<file path="src/sv/spc_pkg.sv">
// Shared types and constants for the Sznajd pair conversion step.
// Holds field widths, operation and status codes, and the command and status
// structs that join the controller to the datapath. Depends on nothing.
package spc_pkg;

	localparam int OP_W     = 2;
	localparam int NODE_W   = 10;
	localparam int SLOT_W   = 4;
	localparam int VALUE_W  = 10;
	localparam int ACTIVE_W = 11;
	localparam int STATUS_W = 2;
	localparam int COUNT_W  = 11;
	localparam int CONV_W   = 6;

	typedef enum logic [OP_W-1:0] {
		OP_SET_OPINION   = 2'd0,
		OP_SET_DEGREE    = 2'd1,
		OP_SET_NEIGHBOUR = 2'd2,
		OP_INTERACT      = 2'd3
	} op_t;

	typedef enum logic [STATUS_W-1:0] {
		ST_LOAD_DONE = 2'd0,
		ST_CONVERTED = 2'd1,
		ST_DISAGREED = 2'd2,
		ST_REJECTED  = 2'd3
	} status_t;

	typedef struct packed {
		logic    capture;
		logic    clr_wr;
		logic    load_opinion;
		logic    wr_degree;
		logic    wr_table;
		logic    rd_pair;
		logic    latch_degb;
		logic    start_a;
		logic    start_b;
		logic    rd_tab;
		logic    rd_op;
		logic    conv_wr;
		logic    next_ent;
		logic    set_status;
		status_t status;
		logic    load_out;
	} cmd_t;

	typedef struct packed {
		op_t  op;
		logic node_ok;
		logic degree_ok;
		logic entry_ok;
		logic slot_ok;
		logic tab_ok;
		logic agree;
		logic ent_more;
		logic sel_b;
		logic out_free;
		logic clr_last;
	} stat_t;

endpackage

</file>
<file path="src/sv/spc_ctrl.sv">
// Controller state machine of the Sznajd pair conversion step.
// Depends on spc_pkg; drives the datapath through cmd_t and reads stat_t.
module spc_ctrl import spc_pkg::*; (
	input  logic  clk,
	input  logic  arst_n,
	input  logic  in_valid,
	input  stat_t stat,
	output logic  in_ready,
	output cmd_t  cmd
);

	typedef enum logic [8:0] {
		S_CLEAR = 9'b000000001,
		S_IDLE  = 9'b000000010,
		S_CHECK = 9'b000000100,
		S_READ1 = 9'b000001000,
		S_READ2 = 9'b000010000,
		S_TAB   = 9'b000100000,
		S_OPR   = 9'b001000000,
		S_OPW   = 9'b010000000,
		S_EMIT  = 9'b100000000
	} state_t;

	state_t state_q;
	state_t state_nx;

	always_ff @(posedge clk or negedge arst_n) begin
		if (!arst_n) begin
			state_q <= S_CLEAR;
		end else begin
			state_q <= state_nx;
		end
	end

	always_comb begin
		cmd      = '0;
		state_nx = state_q;
		in_ready = 1'b0;
		case (state_q)
			S_CLEAR: begin
				cmd.clr_wr = 1'b1;
				if (stat.clr_last) begin
					state_nx = S_IDLE;
				end
			end
			S_IDLE: begin
				in_ready = 1'b1;
				if (in_valid) begin
					cmd.capture = 1'b1;
					state_nx    = S_CHECK;
				end
			end
			S_CHECK: begin
				if (!stat.node_ok) begin
					cmd.set_status = 1'b1;
					cmd.status     = ST_REJECTED;
					state_nx       = S_EMIT;
				end else begin
					case (stat.op)
						OP_SET_DEGREE: begin
							cmd.set_status = 1'b1;
							cmd.wr_degree  = stat.degree_ok;
							cmd.status     = stat.degree_ok ? ST_LOAD_DONE : ST_REJECTED;
							state_nx       = S_EMIT;
						end
						OP_SET_NEIGHBOUR: begin
							cmd.set_status = 1'b1;
							cmd.wr_table   = stat.entry_ok;
							cmd.status     = stat.entry_ok ? ST_LOAD_DONE : ST_REJECTED;
							state_nx       = S_EMIT;
						end
						default: begin
							state_nx = S_READ1;
						end
					endcase
				end
			end
			S_READ1: begin
				if (stat.op == OP_SET_OPINION) begin
					cmd.load_opinion = 1'b1;
					cmd.set_status   = 1'b1;
					cmd.status       = ST_LOAD_DONE;
					state_nx         = S_EMIT;
				end else if (!stat.slot_ok || !stat.tab_ok) begin
					cmd.set_status = 1'b1;
					cmd.status     = ST_REJECTED;
					state_nx       = S_EMIT;
				end else begin
					cmd.rd_pair = 1'b1;
					state_nx    = S_READ2;
				end
			end
			S_READ2: begin
				if (!stat.agree) begin
					cmd.set_status = 1'b1;
					cmd.status     = ST_DISAGREED;
					state_nx       = S_EMIT;
				end else begin
					cmd.latch_degb = 1'b1;
					cmd.start_a    = 1'b1;
					state_nx       = S_TAB;
				end
			end
			S_TAB: begin
				if (stat.ent_more) begin
					cmd.rd_tab = 1'b1;
					state_nx   = S_OPR;
				end else if (!stat.sel_b) begin
					cmd.start_b = 1'b1;
				end else begin
					cmd.set_status = 1'b1;
					cmd.status     = ST_CONVERTED;
					state_nx       = S_EMIT;
				end
			end
			S_OPR: begin
				if (stat.tab_ok) begin
					cmd.rd_op = 1'b1;
					state_nx  = S_OPW;
				end else begin
					cmd.next_ent = 1'b1;
					state_nx     = S_TAB;
				end
			end
			S_OPW: begin
				cmd.conv_wr  = 1'b1;
				cmd.next_ent = 1'b1;
				state_nx     = S_TAB;
			end
			S_EMIT: begin
				if (stat.out_free) begin
					cmd.load_out = 1'b1;
					state_nx     = S_IDLE;
				end
			end
			default: begin
				state_nx = S_CLEAR;
			end
		endcase
	end

endmodule

</file>
<file path="config.mk">
export PLATFORM = sky130hd
export DESIGN_NAME = spc_ctrl
export DESIGN_NICKNAME = d
export VERILOG_FILES = /design/src/sv/spc_pkg.sv /design/src/sv/spc_ctrl.sv
export SDC_FILE = /design/constraint.sdc
export NUM_CORES = 1
export LEC_CHECK = 0
export ABC_AREA = 1
export BUFFER_PORTS_ARGS = -buffer_cell sky130_fd_sc_hd__buf_2
export CORE_MARGIN = 4
export CORE_UTILIZATION = 50
export CTS_CLUSTER_SIZE = 25
export DETAILED_ROUTE_END_ITERATION = 10
export GPL_TIMING_DRIVEN = 0
export PLACE_DENSITY = 0.91
export SYNTH_ARGS = -nofsm -noshare
export SYNTH_HDL_FRONTEND = slang
export SYNTH_SLANG_ARGS = --single-unit
</file>
<file path="constraint.sdc">
create_clock -name clk -period 3.7 [get_ports clk]
set_input_delay 0.185 -clock clk [delete_from_list [all_inputs] [get_ports clk]]
set_output_delay 0.185 -clock clk [all_outputs]
set_load 0.1 [all_outputs]
</file>
---- After elaboration in Yosys (flattened, before gate mapping) ----
Cells that the tools add are included.
word-level totals
  input bits .............................. 15
  register bits after elaboration ......... 9
  word-level logic and storage cells ...... 70
  output and inout bits ................... 18
cells by class
  reduce and logical (&&, ||, !) cells .... 6
  muxes and demuxes ....................... 48
  equal/unequal tests ..................... 15
operator list
  operator                                              count
  2-to-1 mux 9 bit                                      10
  case mux 9 bit (9 select lines)                       1
  2-to-1 mux 1 bit                                      20
  2-to-1 mux 3 bit                                      6
  2-to-1 mux 2 bit                                      7
  case mux 3 bit (4 select lines)                       1
  equality test 9 x 1 -> 1 bit (second input constant)  1
  equality test 9 x 2 -> 1 bit (second input constant)  1
  equality test 9 x 3 -> 1 bit (second input constant)  1
  equality test 9 x 4 -> 1 bit (second input constant)  1
  equality test 9 x 5 -> 1 bit (second input constant)  1
  equality test 9 x 6 -> 1 bit (second input constant)  1
  equality test 9 x 7 -> 1 bit (second input constant)  1
  equality test 9 x 8 -> 1 bit (second input constant)  1
  equality test 9 bit (second input constant)           1
  2-to-1 mux 8 bit                                      1
  inequality test 2 bit (second input constant)         3
  case mux 3 bit (2 select lines)                       1
  AND reduction 4 bit                                   1
  inequality test 3 bit (second input constant)         1
  equality test 2 x 1 -> 1 bit (second input constant)  1
  equality test 2 bit (second input constant)           1
  logical NOT 1 bit                                     2
  logical NOT 2 bit                                     1
  3 further kinds                                       3

---- Longest topological paths before layout ----
Gate-level depths: netlist (run 1).
  depth in word-level cells ............... 5
  gate-level depth with buffers ........... 10
  depth with buffers taken out ............ 10

---- Least setup slack after synthesis (run 1) ----
No wires, ideal clock.
  path type ............................... reg2out
  from .................................... reg state_q[5]
  to ...................................... out cmd[11] in the netlist's numbering
  data required time ...................... 3.515 ns
  setup slack ............................. 0.608 ns
  data arrival time ....................... 2.907 ns
  stages on the path, launching flop included .. 6
  buffers on the path ..................... 0
  path through ............................ dfrtp_1 nor2_4 nand2_2 nor2_4 nand2_1 nor3_1
RTL lines
  item                    RTL line        text
  from (decl)             spc_ctrl.sv:24  state_t state_q;
  from (signal assigned)  spc_ctrl.sv:31  state_q <= state_nx;
  to (decl)               spc_ctrl.sv:9   output cmd_t cmd

==> out/qor.txt, run 1 <==
====================================================================================================
Number of DRC markers in iteration 0 ..................................................           34
HP Class ..............................................................................    in -> reg
Synthesis-stage register bit count ....................................................            9
Power per unit of standard cell area .................................................. 494.1 nW/um^2
Power share of the clock group ........................................................        15.9%
Final count of hold timing violations .................................................            0
Yosys warnings ........................................................................            0
Number of buffer cells added on primary ports .........................................           32
Kind of launch point of the worst setup path ..........................................     register
Total number of vias ..................................................................          902
Growth of design area from synthesis to finish ........................................       27.74%
Overall overflow remaining after global route .........................................            0
Final Slew Violations .................................................................            0
Wire length per cell after detailed routing ...........................................     11.97 um
Largest fanout of any net on the critical path ........................................            6
Detailed-routing iteration count for the pre-antenna-repair pass ......................            4
Maximum number of pins on one net before global-route repair ..........................           10
EDFF count, synth .....................................................................            0
Post-CTS setup buffer count ...........................................................            0
Largest voltage drop on the vdd net ...................................................    0.3982 mV
Fraction of final layout cells with drive strength greater than 1 .....................       27.78%
Critical Path, Cell by Cell ........................................................... nor2_4, nand2_2, nor2_4, nand2_1, o21ai_1, nor2_1, nand2_1, buf_2
Dominant synthesized flop cell ........................................................      dfrtp_1
Vias in the first global route ........................................................          834
Net switching power of the design .....................................................     269.1 uW
Kind of end point of the critical path ................................................ primary output
Post-route setup TNS ..................................................................         0 ns
Ant. Diodes ...........................................................................            0
Result of the run ..................................................................... finished clean
Clock-pin slew reported for the worst setup and hold paths after clock tree synthesis .      0.06 ns
Leakage power ......................................................................... 0.0006813 uW
Number of sinks on the clock net ......................................................            9
Number of placement rows ..............................................................           13
Sw Ratio ..............................................................................       54.97%
WL met1 ...............................................................................       846 um
Max clock buf depth ...................................................................            2
Highest metal layer with signal wires .................................................         met4
Number of buffers added by the clock tree synthesis step ..............................            3
Slew @ Worst Pin ......................................................................    0.4879 ns
Setup repair after global routing missed its margin ...................................        false
Required time worst endpoint ..........................................................      3.51 ns
Post-synthesis net count ..............................................................          143
Global-route wire length before repair ................................................      3318 um
Share of the clock period used by the worst path after layout .........................       60.30%
Cell area after synthesis .............................................................   775.7 um^2
Register with the highest flop count ..................................................      state_q
HPWL Detailed .........................................................................      1751 um
Post-Route WL .........................................................................      2118 um
Endpoint arrival time on the critical path ............................................      2.05 ns
Critical path class ...................................................................   reg -> out
Library cell occupying the most area in the post-synthesis netlist ....................      dfrtp_1
Die span in y .........................................................................     47.39 um
Comb pwr share ........................................................................        57.7%
DR DRC count ..........................................................................            0
Core Region ...........................................................................    1383 um^2
Post-Route Skew .......................................................................  0.001712 ns
CTS HTree Levels ......................................................................            1
Register share of total power .........................................................        26.4%
Synthesized area per cell .............................................................   6.206 um^2
Worst stage delay on the critical path ................................................      0.43 ns
Maxcap violations .....................................................................            0
Vias per cell .........................................................................        5.096
Most instantiated cells after synthesis ............................................... 28 x inv_1, 24 x nor2_1, 23 x nand2_1, 14 x nand3_1, 8 x dfrtp_1
Largest register FFs ..................................................................            9
Top post-synthesis cells by area ...................................................... dfrtp_1 26%, inv_1 14%, nor2_1 12%, nand2_1 11%, nand3_1 9.0%
Internal power summed over all cells ..................................................     220.5 uW
Top Registers .........................................................................   state_q x9
Wire length on met2 ...................................................................      1075 um
Source-to-sink clock delay at the later pin of the worst-skew pair ....................      0.26 ns
Critical-path cell with the highest stage delay .......................................      dfrtp_1
CTS Root Buffer Type ..................................................................     clkbuf_4
Total Die Area ........................................................................    2246 um^2
Register area share after synthesis ...................................................       29.19%
Worst Slack Setup Final ...............................................................     1.469 ns
Worst relative slew slack .............................................................       67.69%
Final setup violation count ...........................................................            0
Number of resized instances in the post-cts repair step ...............................            0
Post-layout minimum cycle time ........................................................     2.231 ns
Initial standard-cell utilization of the core .........................................       56.11%
Number of nets in the layout ..........................................................          181
Area share of the leading cell type in the synthesized netlist ........................       25.81%
Die outline width .....................................................................     47.39 um
Pre-CTS worst setup slack .............................................................     1.777 ns
Met3 wire length ......................................................................       140 um
Initial antenna violation count .......................................................            0
Clock tree from TritonCTS .............................................................         done
I/O pin count .........................................................................           33
Share of flip-flops with an asynchronous set or reset .................................       100.0%
Weighted congestion reported at the end of routability-driven placement ...............       0.8316
Most common cell in the netlist .......................................................        inv_1
ANT nets after route ..................................................................            0
Global-route total usage across every layer ...........................................       21.71%
Number of distinct library cells after synthesis ......................................           18
Highest attainable clock frequency ....................................................    448.2 MHz
Synthesized netlist cell count ........................................................          125
====================================================================================================
area by class of cell:
class	count	area, um^2
flip-flops and latches	9	226.5
repair buffers	33	170.2
fillers	127	391.6
clock buffers	4	26.28
plain buffers	1	7.507
multi-input cells	85	427.9
inverters	30	113.9
well taps	15	18.77
cell usage in the layout, fill, tap and decap left out:
cell	count
buf_2	32
inv_1	28
nor2_1	24
nand2_1	23
nand3_1	14
dfrtp_1	8
nor3_1	6
nor2_4	4
nand4_1	4
o21ai_0	3
ha_1	3
clkbuf_4	3
nand2_2	1
inv_2	1
a221oi_1	1
o21ai_1	1
o21ai_2	1
clkinv_2	1
buf_4	1
clkbuf_1	1
dlygate4sd3_1	1
dfstp_2	1
worst max-delay path, delay by kind of cell, from the launching register on:
kind,cells,cell delay (ns)
AO/OA/AOI/OAI,1,0.19
buffers and inverters,1,0.42
flip-flops,1,0.43
AND/OR/NAND/NOR,6,0.72
layer usage:
metal  GRT usage (%)  vias to the layer above
li1                -                      460
met1           23.54                      391
met2           39.57                       47
met3           2.299                        4
met4           13.26                        0
met5               0                        -
kinds of logic (layout without fill, tap and decap cells):
kind of cell | after synthesis | after routing | synth area share [%]
and+or+nand+nor | 76 | 76 | 45.48
buffers and inverters | 31 | 68 | 15.64
adders and majority gates | 3 | 3 | 4.839
AOI/OAI and AO/OA | 6 | 6 | 4.838
DFF | 9 | 9 | 29.19
path summary, 6_finish.rpt:
path / slack, ns / from / end / cells after the start
worst max-delay path: 1.47 / state_q[7] / cmd[3] / 8
worst min-delay path: 0.19 / in_valid / state_q[2] / 3
worst max register to register: 2.25 / state_q[0] / state_q[0] / 10
worst min register to register: 0.64 / state_q[0] / state_q[0] / 4
max in group asynchronous: 3.15 / arst_n / state_q[0] / 2
min in group asynchronous: 0.29 / arst_n / state_q[6] / 2
stage by stage:
step / utilization [%] / power (uW) / hold WS (ns) / std cells / area, um^2
5_1_grt: 71.67 / 518.2 / 0.1999 / 177 / 991.0
3_5_place_dp: 69.05 / 411.7 / 0.05101 / 172 / 954.7
2_1_floorplan: - / 359.0 / -0.1106 / 125 / 775.7
4_1_cts: 71.67 / 490.8 / 0.1862 / 177 / 991.0
6_report: 71.67 / 489.6 / 0.1882 / 177 / 991.0
3_3_place_gp: 69.05 / 403.7 / 0.04603 / 172 / 954.7
power by group through the flow:
stage	Sequential (uW)	Combinational, uW	Clock [uW]
after floorplan	128	231	0
after global placement	129	274	0
after detailed placement	131	281	0
after CTS	129	283	79.3
after global routing	131	302	85.6
final	129	283	77.9
repair_timing:
| action | 4_1_cts | 5_1_grt |
|---|---|---|
| setup endpoints to repair | 0 | 0 |
| hold buffers | 1 | 0 |
| endpoints found under the hold margin | 9 | 0 |
Note: power is estimated with default switching activity, not from simulation.
==> run 2: changes to the inputs <==
CORE_UTILIZATION = 46   (was 50)
PLACE_DENSITY = 0.85   (was 0.91)
clock period = 2.3 ns   (was 3.7 ns; I/O delays follow)
==> out/qor.txt, run 2 (same netlist as run 1, synthesis figures left out) <==
====================================================================================================
Result of the run ..................................................................... finished clean
Wire length per cell after detailed routing ...........................................     11.40 um
I/O pin count .........................................................................           33
Number of placement rows ..............................................................           14
Cell count of the worst reg-to-reg path ...............................................           10
Detailed-routing iteration count for the pre-antenna-repair pass ......................            4
Endpoint arrival time on the critical path ............................................      1.99 ns
Final count of hold timing violations .................................................            0
Critical path class ...................................................................   reg -> out
Weighted congestion reported at the end of routability-driven placement ...............       0.8867
Largest voltage drop on the vdd net ...................................................    0.6701 mV
FF-to-FF setup slack ..................................................................      0.83 ns
Post-layout minimum cycle time ........................................................     2.106 ns
Kind of end point of the critical path ................................................ primary output
Kind of launch point of the worst setup path ..........................................     register
Die outline width .....................................................................     49.07 um
Total Die Area ........................................................................    2407 um^2
CTS HTree Levels ......................................................................            1
Clock-pin slew reported for the worst setup and hold paths after clock tree synthesis .      0.07 ns
Slew @ Worst Pin ......................................................................    0.4937 ns
Global Route met1 Usage ...............................................................       20.22%
Largest fanout of any net on the critical path ........................................            5
Post-CTS setup buffer count ...........................................................            0
Largest register FFs ..................................................................            9
Met3 usage ............................................................................       1.529%
Top Registers .........................................................................   state_q x9
Maxcap violations .....................................................................            0
Overall overflow remaining after global route .........................................            0
Number of buffer cells added on primary ports .........................................           32
Hold Crit Start .......................................................................     in_valid
Fraction of final layout cells with drive strength greater than 1 .....................       29.01%
Growth of design area from synthesis to finish ........................................       29.03%
Pre-CTS worst setup slack .............................................................    0.4796 ns
Number of sinks on the clock net ......................................................            9
Final Slew Violations .................................................................            0
Start of the worst register-to-register path ..........................................   state_q[3]
Power per unit of standard cell area .................................................. 780.7 nW/um^2
Leakage power ......................................................................... 0.0006844 uW
Post-layout utilization of the core ...................................................       64.94%
Global-route total usage across every layer ...........................................       17.65%
Post-route setup TNS ..................................................................         0 ns
Core Region ...........................................................................    1541 um^2
ANT nets after route ..................................................................            0
Number of nets in the layout ..........................................................          181
Worst hold path stage count ...........................................................            3
Reg-to-Reg End ........................................................................   state_q[0]
Worst Slack Setup Final ...............................................................    0.1940 ns
Share of the clock period used by the worst path after layout .........................       91.57%
Setup repair after global routing missed its margin ...................................        false
Gr busiest metal ......................................................................         met2
Vias in the first global route ........................................................          832
Maximum number of pins on one net before global-route repair ..........................           10
Number of buffers added by the clock tree synthesis step ..............................            3
Post-Route Skew .......................................................................   0.01028 ns
Terminating pin of the worst hold path ................................................   state_q[2]
Highest attainable clock frequency ....................................................    474.8 MHz
Initial standard-cell utilization of the core .........................................       50.32%
Required time worst endpoint ..........................................................      2.18 ns
Source-to-sink clock delay at the later pin of the worst-skew pair ....................      0.26 ns
Max clock buf depth ...................................................................            2
Register with the highest flop count ..................................................      state_q
Final setup violation count ...........................................................            0
Global-route track usage on met2 ......................................................       31.55%
Ant. Diodes ...........................................................................            0
HP Class ..............................................................................    in -> reg
Number of DRC markers in iteration 0 ..................................................           24
CTS Root Buffer Type ..................................................................     clkbuf_4
Most common cell after layout, fill and taps aside ....................................        buf_2
Top library cells by usage in the layout, fill and taps aside ......................... 31 x buf_2, 28 x inv_1, 24 x nor2_1, 23 x nand2_1, 14 x nand3_1
HPWL Detailed .........................................................................      1717 um
DR DRC count ..........................................................................            0
Die span in y .........................................................................     49.07 um
Clock tree from TritonCTS .............................................................         done
Worst relative slew slack .............................................................       67.31%
Post-Route WL .........................................................................      2030 um
Vias per cell .........................................................................        4.978
Initial antenna violation count .......................................................            0
Global-route wire length before repair ................................................      3374 um
Total number of vias ..................................................................          886
Fillcell total ........................................................................          146
====================================================================================================
run 2: cell types whose count changed in the layout (fill, tap and decap cells not counted), sizes merged:
cell | before | now
clkinv | 1 | 2
buf | 33 | 32
run 2: final cells by class:
class                      instances  area (um^2)  area share [%]
clock buffer                       3        22.52           2.250
timing repair buffer              33        172.7           17.25
tap                               16        20.02           2.000
buffer                             1        7.507          0.7500
multi-input combinational         85        432.9           43.25
sequential                         9        226.5           22.62
inverter                          30        113.9           11.37
clock inverter                     1        5.005          0.5000
run 2: how the worst max path moves through the flow:
stage | from | endpoint | cells after the start
after floorplan | state_q[5] | cmd[14] | 5
after global placement | state_q[5] | cmd[3] | 8
after detailed placement | state_q[7] | cmd[3] | 8
after CTS | state_q[1] | cmd[3] | 8
after global routing | state_q[0] | cmd[3] | 8
final | state_q[7] | cmd[1] | 8
run 2: routing by layer:
layer / wire length, um / vias to the layer above
li1: - / 461
met1: 796 / 388
met2: 1061 / 33
met5: 0 / -
met3: 143 / 4
met4: 29 / 0
run 2: worst max-delay path, stage by stage, from the launching register on:
cell	delay, ns
dfrtp_1	0.42
nor2_4	0.17
nand3_1	0.10
nor2_1	0.14
o21ai_0	0.12
o21ai_0	0.20
inv_1	0.10
nand2_1	0.06
buf_2	0.42
run 2: repair_timing:
action	CTS	global route
hold endpoints to repair	9	0
hold buffers	1	0
gates resized for setup	0	1
endpoints found under the setup margin	0	1
run 2: stage by stage:
step	std cells	power, uW	cell area (um^2)	hold WS [ns]
global placement	173	653.2	960.9	-0.02086
CTS	178	785.9	998.5	0.1076
global route	178	835.9	1001	0.1163
finish	178	781.4	1001	0.1131
detailed placement	173	658.1	960.9	-0.02371
floorplan	125	577.9	780.7	-0.1806
run 2: where the power goes:
part / internal (uW) / switching, uW
combinational: 99.4 / 351
sequential: 189 / 18.3
clock: 64.1 / 59.7
total: 352 / 429
==> run 3: changes to the inputs <==
GPL_TIMING_DRIVEN = 1   (was 0)
==> out/qor.txt, run 3 (same netlist as run 1, synthesis figures left out) <==
====================================================================================================
Number of placement rows ..............................................................           14
Worst relative slew slack .............................................................       67.30%
Leakage power ......................................................................... 0.0006755 uW
Critical path class ...................................................................   reg -> out
CTS Root Buffer Type ..................................................................     clkbuf_4
Overall overflow remaining after global route .........................................            0
Kind of launch point of the worst setup path ..........................................     register
Die outline width .....................................................................     49.07 um
Growth of design area from synthesis to finish ........................................       28.23%
Largest delay contributor family on the critical path ................................. simple AND/OR/NAND/NOR gates
Required time worst endpoint ..........................................................      2.18 ns
Weighted congestion reported at the end of routability-driven placement ...............       0.8711
Largest voltage drop on the vdd net ...................................................    0.4911 mV
Power per unit of standard cell area .................................................. 795.5 nW/um^2
Register with the highest flop count ..................................................      state_q
Initial standard-cell utilization of the core .........................................       50.32%
Post-Route WL .........................................................................      2122 um
Critical-path cell with the highest stage delay .......................................        buf_2
Storage cell area .....................................................................   226.5 um^2
Number of buffers added by the clock tree synthesis step ..............................            3
ANT nets after route ..................................................................            0
Sw Ratio ..............................................................................       55.09%
Critical path buffers and inverters ...................................................            2
Kind of end point of the critical path ................................................ primary output
Final count of hold timing violations .................................................            0
Top Registers .........................................................................   state_q x9
Register share of total power .........................................................        26.1%
Initial antenna violation count .......................................................            0
Top library cells by usage in the layout, fill and taps aside ......................... 30 x buf_2, 28 x inv_1, 24 x nor2_1, 23 x nand2_1, 14 x nand3_1
DR DRC count ..........................................................................            0
Die span in y .........................................................................     49.07 um
Result of the run ..................................................................... finished clean
Critical Path, Cell by Cell ........................................................... inv_1, nand2_1, nor3_1, nand2_1, o21ai_1, nor2_1, nand2_1, buf_2
Ant. Diodes ...........................................................................            0
Crit path top cell by count ...........................................................      nand2_1
Worst stage delay on the critical path ................................................      0.42 ns
Vias per cell .........................................................................        5.362
Maxcap violations .....................................................................            0
Number of sinks on the clock net ......................................................            9
Internal power summed over all cells ..................................................     355.4 uW
Post-Route Skew .......................................................................  0.002653 ns
Number of DRC markers in iteration 0 ..................................................           46
CTS HTree Levels ......................................................................            1
Source-to-sink clock delay at the later pin of the worst-skew pair ....................      0.27 ns
Global-route wire length before repair ................................................      3553 um
Detailed-routing iteration count for the pre-antenna-repair pass ......................            4
Clock tree from TritonCTS .............................................................         done
Endpoint arrival time on the critical path ............................................      2.01 ns
Most common cell after layout, fill and taps aside ....................................        buf_2
Setup repair after global routing missed its margin ...................................        false
Post-layout utilization of the core ...................................................       64.53%
Vias in the first global route ........................................................          862
HP Class ..............................................................................    in -> reg
Largest register FFs ..................................................................            9
Fraction of final layout cells with drive strength greater than 1 .....................       27.95%
Core Region ...........................................................................    1541 um^2
Total Die Area ........................................................................    2407 um^2
Fillcell total ........................................................................          136
I/O pin count .........................................................................           33
Maximum number of pins on one net before global-route repair ..........................           10
Global-route total usage across every layer ...........................................       18.42%
Wire length per cell after detailed routing ...........................................     11.99 um
Post-layout minimum cycle time ........................................................     2.129 ns
Multi-input gate area .................................................................   432.9 um^2
Power share of the clock group ........................................................        16.1%
Max clock buf depth ...................................................................            2
Net switching power of the design .....................................................     435.9 uW
Slew @ Worst Pin ......................................................................    0.4939 ns
Sum of internal, switching and leakage power ..........................................     791.3 uW
Share of the clock period used by the worst path after layout .........................       92.55%
Total number of vias ..................................................................          949
Number of buffer cells added on primary ports .........................................           32
Post-route setup TNS ..................................................................         0 ns
Clock-pin slew reported for the worst setup and hold paths after clock tree synthesis .      0.06 ns
Final Slew Violations .................................................................            0
Final setup violation count ...........................................................            0
Largest fanout of any net on the critical path ........................................            5
HPWL Detailed .........................................................................      1804 um
Highest attainable clock frequency ....................................................    469.8 MHz
Comb pwr share ........................................................................        57.8%
Number of nets in the layout ..........................................................          180
====================================================================================================
==> run 3: through the flow <==
step	setup WS, ns	cells	hold WS, ns	instance area, um^2
floorplan	0.04109	125	-0.1806	780.7
global route	0.03258	177	0.1235	994.7
CTS	0.1383	177	0.1141	989.7
finish	0.1712	177	0.1096	994.7
global placement	0.5108	172	-0.02151	953.4
detailed placement	0.4279	172	-0.02148	953.4
==> run 3: area by class of cell <==
type	count	share of cell area, %
timing repair buffer	33	17.61
tap	16	2.013
sequential	9	22.77
clock buffer	4	2.642
inverter	30	11.45
multi-input combinational	85	43.52
==> run 3: worst paths after layout <==
kind / to / depth (start not counted) / startpoint / slack [ns]
max: cmd[3] / 8 / state_q[1] / 0.17
max in group asynchronous: state_q[0] / 2 / arst_n / 1.82
min: state_q[2] / 3 / in_valid / 0.11
min reg2reg: state_q[0] / 4 / state_q[0] / 0.63
max reg2reg: state_q[0] / 10 / state_q[3] / 0.85
min in group asynchronous: state_q[6] / 2 / arst_n / 0.22
==> run 3: power groups by stage <==
| stage | sequential [uW] | clock [uW] | combinational [uW] |
|---|---|---|---|
| 2_1_floorplan | 205 | 0 | 373 |
| 3_3_place_gp | 207 | 0 | 445 |
| 3_5_place_dp | 209 | 0 | 453 |
| 4_1_cts | 206 | 128 | 456 |
| 5_1_grt | 209 | 138 | 496 |
| 6_report | 206 | 127 | 457 |
==> run 3: per-layer routing <==
layer,part of all wire (%),vias to the layer above,global-route usage [%]
li1,-,456,-
met1,40,438,22.33
met4,1.4,0,8.072
met5,0,-,0
met3,8.6,4,4.587
met2,49,51,30.26
==> run 3: what timing repair did <==
item / CTS / global route
setup buffers: 0 / 0
endpoints found under the hold margin: 9 / 0
setup endpoints to repair: 0 / 2
resized for setup: 0 / 2
hold buffers: 1 / 0
==> run 3: worst register-to-register path, cell delays in order, from the launching register on <==
cell     delay [ns]
dfrtp_1        0.37
inv_1          0.08
nand2_1        0.12
nor2_4         0.25
nand3_1        0.22
nand3_1        0.12
nor2_1         0.04
nand2_1        0.05
nand2_1        0.05
nand2_1        0.05
inv_1          0.03
